## config.mk

```make
export PLATFORM = sky130hd
export DESIGN_NAME = as_cell
export DESIGN_NICKNAME = d
export VERILOG_FILES = /design/src/design/as_pkg.sv /design/src/design/as_cell.sv
export SDC_FILE = /design/constraint.sdc
export NUM_CORES = 1
export LEC_CHECK = 0
export BUFFER_PORTS_ARGS = -buffer_cell sky130_fd_sc_hd__clkbuf_2
export CAP_MARGIN = 20
export CELL_PAD_IN_SITES_DETAIL_PLACEMENT = 0
export CELL_PAD_IN_SITES_GLOBAL_PLACEMENT = 1
export CORE_MARGIN = 5
export CORE_UTILIZATION = 39
export CTS_CLUSTER_DIAMETER = 50
export CTS_CLUSTER_SIZE = 25
export DETAILED_ROUTE_END_ITERATION = 10
export HOLD_SLACK_MARGIN = 0.02
export PLACE_DENSITY_LB_ADDON = 0.3
export SETUP_SLACK_MARGIN = 0.15
export SYNTH_ARGS = -nofsm -noshare
export SYNTH_HDL_FRONTEND = slang
export SYNTH_SLANG_ARGS = --single-unit
export TNS_END_PERCENT = 50
```

## constraint.sdc

```tcl
create_clock -name i_clk -period 5.13 [get_ports i_clk]
set_input_delay 0.2565 -clock i_clk [delete_from_list [all_inputs] [get_ports i_clk]]
set_output_delay 0.2565 -clock i_clk [all_outputs]
set_load 0.02 [all_outputs]
```

## src/design/as_pkg.sv

```systemverilog
// Package for the array sorter: word and carry types shared by the cell chain.
// No dependencies.
package as_pkg;

    localparam int unsigned WordWidth = 32;

    typedef logic signed [WordWidth-1:0] t_word;

    // Word moving between neighboring cells, with its valid flag
    typedef struct packed {
        logic  valid;
        t_word value;
    } t_carry;

    // Per-cycle control driven to every cell of the chain
    typedef struct packed {
        logic shift;    // move held words one cell toward the head
    } t_cell_ctrl;

endpackage

```

## src/design/as_cell.sv

```systemverilog
// One cell of the systolic insertion chain: holds one word, keeps the smaller
// of held and arriving words, passes the larger one right. Depends on as_pkg.
module as_cell (
    input  logic               i_clk,
    input  logic               i_rst_n,
    input  as_pkg::t_cell_ctrl i_ctrl,
    input  as_pkg::t_carry     i_carry,
    input  as_pkg::t_carry     i_held_in,
    output as_pkg::t_carry     o_carry,
    output as_pkg::t_carry     o_held
);
    import as_pkg::*;

    t_carry r_held;
    t_carry r_carry;
    t_carry n_held;
    t_carry n_carry;

    always_comb begin
        n_held        = r_held;
        n_carry.valid = 1'b0;
        n_carry.value = i_carry.value;
        if (i_ctrl.shift) begin
            n_held = i_held_in;
        end else if (i_carry.valid) begin
            if (!r_held.valid) begin
                n_held = i_carry;
            end else if ($signed(i_carry.value) < $signed(r_held.value)) begin
                // keep the smaller word, push the old one on
                n_held  = i_carry;
                n_carry = r_held;
            end else begin
                n_carry = i_carry;
            end
        end
    end

    always_ff @(posedge i_clk) begin
        r_held.value  <= n_held.value;
        r_carry.value <= n_carry.value;
        if (!i_rst_n) begin
            r_held.valid  <= 1'b0;
            r_carry.valid <= 1'b0;
        end else begin
            r_held.valid  <= n_held.valid;
            r_carry.valid <= n_carry.valid;
        end
    end

    assign o_carry = r_carry;
    assign o_held  = r_held;

endmodule

```

==> results by group, run 1 <==
Setup path
  • Crit path kind: reg2reg
  • Worst setup SP type: flip-flop
  • Worst path required time: 5.17 ns
  • Endpoint class of the critical path: flip-flop
  • Critical-path maximum fanout: 128
  • Arrival time worst endpoint: 3.79 ns

Clock network
  • CTS Buf Count: 9
  • Clock buffer depth: 2
  • Clock sinks: 66
  • Clock transition at path regs: 0.05 ns
  • Post-cts repair resize count: 0
  • CTS tree: done
  • Cts hold-fix bufs: 0
  • Root buffer cell: clkbuf_16
  • Level count of the clock H-tree: 3
  • Post-CTS setup buffer count: 0
  • Clk_lat worst skew: 0.35 ns

Global route
  • Number of global-route vias before repair: 4175
  • Initial antenna violation count: 0
  • GRT Util Overall: 0.180
  • First-pass GRT wire length: 20700 um
  • Grt ovf: 0
  • Pin count of the biggest net entering global routing: 129

Timing
  • Layout Skew: 0.00877 ns
  • Final min period: 3.75 ns
  • Slew @ Worst Pin: 1.06 ns
  • Final Cycle Share: 0.730
  • Setup TNS: 0 ns
  • RSZ-0062 raised after global routing: no
  • Fmax: 267 MHz
  • Fin Hold WS: 0.156 ns
  • Final Setup Violations: 0
  • Slew Viols, Final: 0
  • Relative slew slack: 0.289
  • Final hold vios: 0

Pwr
  • Power, Total: 1800 uW
  • Pleak: 0.00256 uW
  • P per Cell Area: 314 nW/um2
  • Peak supply drop: 167 uV

Yosys
  • Syn nets: 613
  • Synthesized instance count: 513
  • FF+latch count, synth: 66
  • Sequential area share after synthesis: 0.348
  • Synth Warn #: 0
  • Cell taking the most area after synthesis: edfxtp_1
  • Commonest cells in the netlist: 70 x nand2_1, 45 x a21oi_1, 34 x dfxtp_1
  • Asr flop ratio synth: 0
  • Synth top area share: 0.204
  • Top cells by area, synth: edfxtp_1 20%, dfxtp_1 14%, ha_1 8.2%
  • Post-Syn Area: 4710 um2
  • Most frequent cell after synthesis: nand2_1
  • Ys flop type: dfxtp_1
  • Mean post-synth cell area: 9.18 um2
  • Synth cell types: 37
  • Number of synthesized flops with an enable pin: 32

Run status
  • Status: finished clean

Layout
  • Post-layout util: 0.482
  • Multi-input gate area in the final layout: 2780 um2
  • Ant. Diodes: 0
  • Area Overhead vs Synth: 21.8%
  • Fraction of layout cells with a size suffix above 1: 0.336
  • Seq. cell area: 1640 um2
  • Layout Cell Area excl Fill: 5740 um2
  • # fillers: 1153
  • Final nets: 720

Floorplanning
  • Die Span Y: 120 um
  • Die W: 120 um
  • I/O Pins: 135
  • Starting Density: 0.395
  • Core Rows: 40
  • Die area: 14400 um2
  • Core ar.: 11900 um2

Placed design
  • DP HPWL: 8790 um
  • Placed instance area: 5440 um2
  • I/O Buffers: 134
  • Routability congestion estimate: 0.792

Drt
  • DRC Markers: 0
  • Drt total wl: 12900 um
  • Detail Route Antenna Nets: 0
  • Vias per inst: 5.63
  • Vias: 4349
  • Pre-antenna DRT Iters: 5
  • DR WL/cell: 16.7 um
  • DRT iter0 DRCs: 315

Run
  • Max cap viols: 0

Hold path
  • Hold WC Path Type: in2reg
## cell usage in the layout (no fill, tap or decap), types with 2 or more instances in the layout
cell type and instances:
a21o_1 2, a21oi_1 45, a311oi_1 13, a311oi_2 18, and3_1 32, buf_4 4
clkbuf_1 2, clkbuf_16 9, clkbuf_2 134, clkinv_1 2, clkinv_2 2, dfxtp_1 34
edfxtp_1 32, ha_1 30, inv_1 31, mux2_2 32, nand2_1 69, nand2b_1 3
nand3_1 4, nand4_1 7, nor2_1 3, nor3b_1 31, o211ai_1 31, o21ai_0 4
o311a_1 2, or3_1 30
## layout make-up
class                           instances  area share
Inverter                               31      0.0203
Tap cell                              147      0.0321
Multi-Input combinational cell        372       0.485
Timing Repair Buffer                  140       0.130
Clock inverter                          4     0.00305
Sequential cell                        66       0.286
Clock buffer                           12      0.0430
## critical path, stage by stage (launching register included)
cell and delay, ns:
edfxtp_1 0.40, inv_1 0.11, ha_4 0.48, nand4_1 0.35, nor2_1 0.08, a221oi_2 0.27
and3_2 0.24, buf_4 0.45, a21oi_1 0.19, nor3_4 0.57, buf_12 0.28
## state kept, by name (all words and copies together) (netlist names)
signal   flops
o_carry     33
o_held      33
## worst paths after layout
| path | from | end | slack [ns] | depth (start not counted) |
|---|---|---|---|---|
| setup / recovery | o_held[31] | o_held[12] | 1.38 | 10 |
| setup reg to reg | o_held[31] | o_held[12] | 1.38 | 10 |
| hold / removal | i_rst_n | o_held[32] | 0.16 | 2 |
| hold reg to reg | o_held[32] | o_held[32] | 0.54 | 1 |
## where the power goes
group          switching, uW  internal, uW
combinational            366           214
sequential              33.9           630
clock                    223           335
total                    623          1180
## per-layer routing
layer | global-route usage | share of wire
met1 | 0.224 | 0.45
met2 | 0.293 | 0.47
met3 | 0.0556 | 0.063
met4 | 0.0651 | 0.020
met5 | 0 | 0
## cells by family (layout without fill, tap and decap cells)
kind of cell,count (synthesis),count (layout),synth area share
mux,33,33,0.0789
compound gates,119,119,0.199
buf+inv,75,187,0.0677
simple gates,189,189,0.223
flops,66,66,0.348
fa+ha+maj,31,31,0.0823
## per-stage QoR
stage | instances | setup slack [ns]
finish | 772 | 1.38
CTS | 771 | 1.37
floorplan | 513 | 1.34
detailed placement | 755 | 1.40
global placement | 755 | 1.56
global route | 772 | 1.06
Note: power is estimated with default switching activity, not from simulation.
==> inputs of run 2 (changes only) <==
==> constraint.sdc (replaced) <==
create_clock -name i_clk -period 3.5 [get_ports i_clk]
set_input_delay 0.175 -clock i_clk [delete_from_list [all_inputs] [get_ports i_clk]]
set_output_delay 0.175 -clock i_clk [all_outputs]
set_load 0.02 [all_outputs]
==> run 2 against run 1 <==
  * Sequential share of layout area fell by 0.069 points
  * Flip-flop and latch count unchanged
  * Clock power increased by 48%
  * Setup slack got worse by 0.74 ns
  * Critical path depth down 1
  * Cell count grew 0.78%
  * Utilization up 0.12 points
  * Global-route usage is 0.090 points lower
  * Power increased by 47%
==> results by group, run 2 (same netlist as run 1, synthesis figures left out) <==
Timing
  • RSZ-0062 raised after global routing: no
  • Fin Hold WS: 0.0835 ns
  • Final min period: 2.86 ns
  • Setup TNS: 0 ns
  • Slew @ Worst Pin: 0.742 ns
  • Slew Viols, Final: 0
  • Final Cycle Share: 0.818
  • Relative slew slack: 0.506
  • Final hold vios: 0
  • Layout Skew: 0.00674 ns
  • Fmax: 349 MHz
  • Final Setup Violations: 0

Setup path
  • Worst path required time: 3.50 ns
  • Critical Path, Cell by Cell: inv_1 > ha_4 > nand4_1 > nor3_1 > nand2_1 > and3_2 > and4b_1 > nor3_4 > buf_4
  • Arrival time worst endpoint: 2.86 ns
  • Critical path's largest stage delay: 0.48 ns
  • CP top delay family: simple AND/OR/NAND/NOR gates
  • Crit path kind: reg2reg
  • Critical-path maximum fanout: 39
  • Slowest cell on crit path: ha_4
  • Bufs and invs on worst path: 2
  • Endpoint class of the critical path: flip-flop
  • Worst setup SP type: flip-flop

Pwr
  • Peak supply drop: 172 uV
  • Pleak: 0.00258 uW
  • P per Cell Area: 460 nW/um2

Clock network
  • CTS Buf Count: 9
  • Cts hold-fix bufs: 0
  • Root buffer cell: clkbuf_16
  • Clock buffer depth: 2
  • CTS tree: done
  • Clock transition at path regs: 0.06 ns
  • Clock sinks: 66
  • Level count of the clock H-tree: 3
  • Post-CTS setup buffer count: 0
  • Post-cts repair resize count: 0
  • Clk_lat worst skew: 0.34 ns

Floorplanning
  • Die Span Y: 120 um
  • Core ar.: 11900 um2
  • Core Rows: 40
  • Die area: 14400 um2
  • Die W: 120 um
  • Starting Density: 0.395
  • I/O Pins: 135

Global route
  • Grt ovf: 0
  • GRT Util Overall: 0.179
  • Number of global-route vias before repair: 4282
  • Initial antenna violation count: 0
  • Pin count of the biggest net entering global routing: 91
  • First-pass GRT wire length: 20900 um

Layout
  • Fraction of layout cells with a size suffix above 1: 0.344
  • Final nets: 726
  • Area Overhead vs Synth: 22.0%
  • Multi-input gate area in the final layout: 2780 um2
  • Commonest cells after routing, fill and taps aside: 134 x clkbuf_2, 69 x nand2_1, 45 x a21oi_1, 34 x dfxtp_1
  • Seq. cell area: 1640 um2
  • Ant. Diodes: 0
  • Post-layout util: 0.483
  • Most common cell after layout, fill and taps aside: clkbuf_2
  • # fillers: 1166

Drt
  • Detail Route Antenna Nets: 0
  • Drt total wl: 12800 um
  • Vias: 4368
  • DR WL/cell: 16.5 um
  • Vias per inst: 5.61
  • Pre-antenna DRT Iters: 4
  • DRC Markers: 0
  • DRT iter0 DRCs: 220

Placed design
  • I/O Buffers: 134
  • DP HPWL: 9070 um
  • Routability congestion estimate: 0.748

Run
  • Max cap viols: 0

Run status
  • Status: finished clean

Hold path
  • Hold WC Path Type: in2reg
run 2: cell types whose count changed in the layout (fill, tap and decap cells not counted):
cell	previous run	this run
buf_16	1	0
clkinv_1	2	0
buf_4	4	12
buf_12	1	0
clkbuf_1	2	3
clkinv_2	2	3
run 2: report_power, final:
group          leakage (uW)  internal (uW)  switching [uW]
sequential         0.000609            924            50.6
combinational       0.00184            315             533
clock              0.000133            495             329
run 2: metal layers:
layer,GRT usage,routed length [um]
met5,0,0
met1,0.232,5790
met3,0.0485,764
met4,0.0515,182
met2,0.293,6060
run 2: through the flow:
step	std cells	worst slack (ns)	power (uW)	cell area, um2
global placement	762	0.755	1820	5480
finish	778	0.639	2650	5750
global route	778	0.393	2800	5750
floorplan	513	0.164	1560	4720
detailed placement	762	0.611	1840	5480
CTS	778	0.600	2670	5750
run 2: final timing paths:
path	from	to	slack [ns]	cells past startpoint
max	o_held[31]	o_held[20]	0.64	9
min	i_rst_n	o_carry[32]	0.08	2
max reg2reg	o_held[31]	o_held[20]	0.64	9
min reg2reg	o_held[31]	o_carry[31]	0.54	1
run 2: final cells by class:
cell class,count,share of cell area
tap,147,0.0320
clock inverter,3,0.00261
clock buffer,13,0.0435
timing repair buffer,146,0.132
multi-input combinational,372,0.484
sequential,66,0.286
inverter,31,0.0202
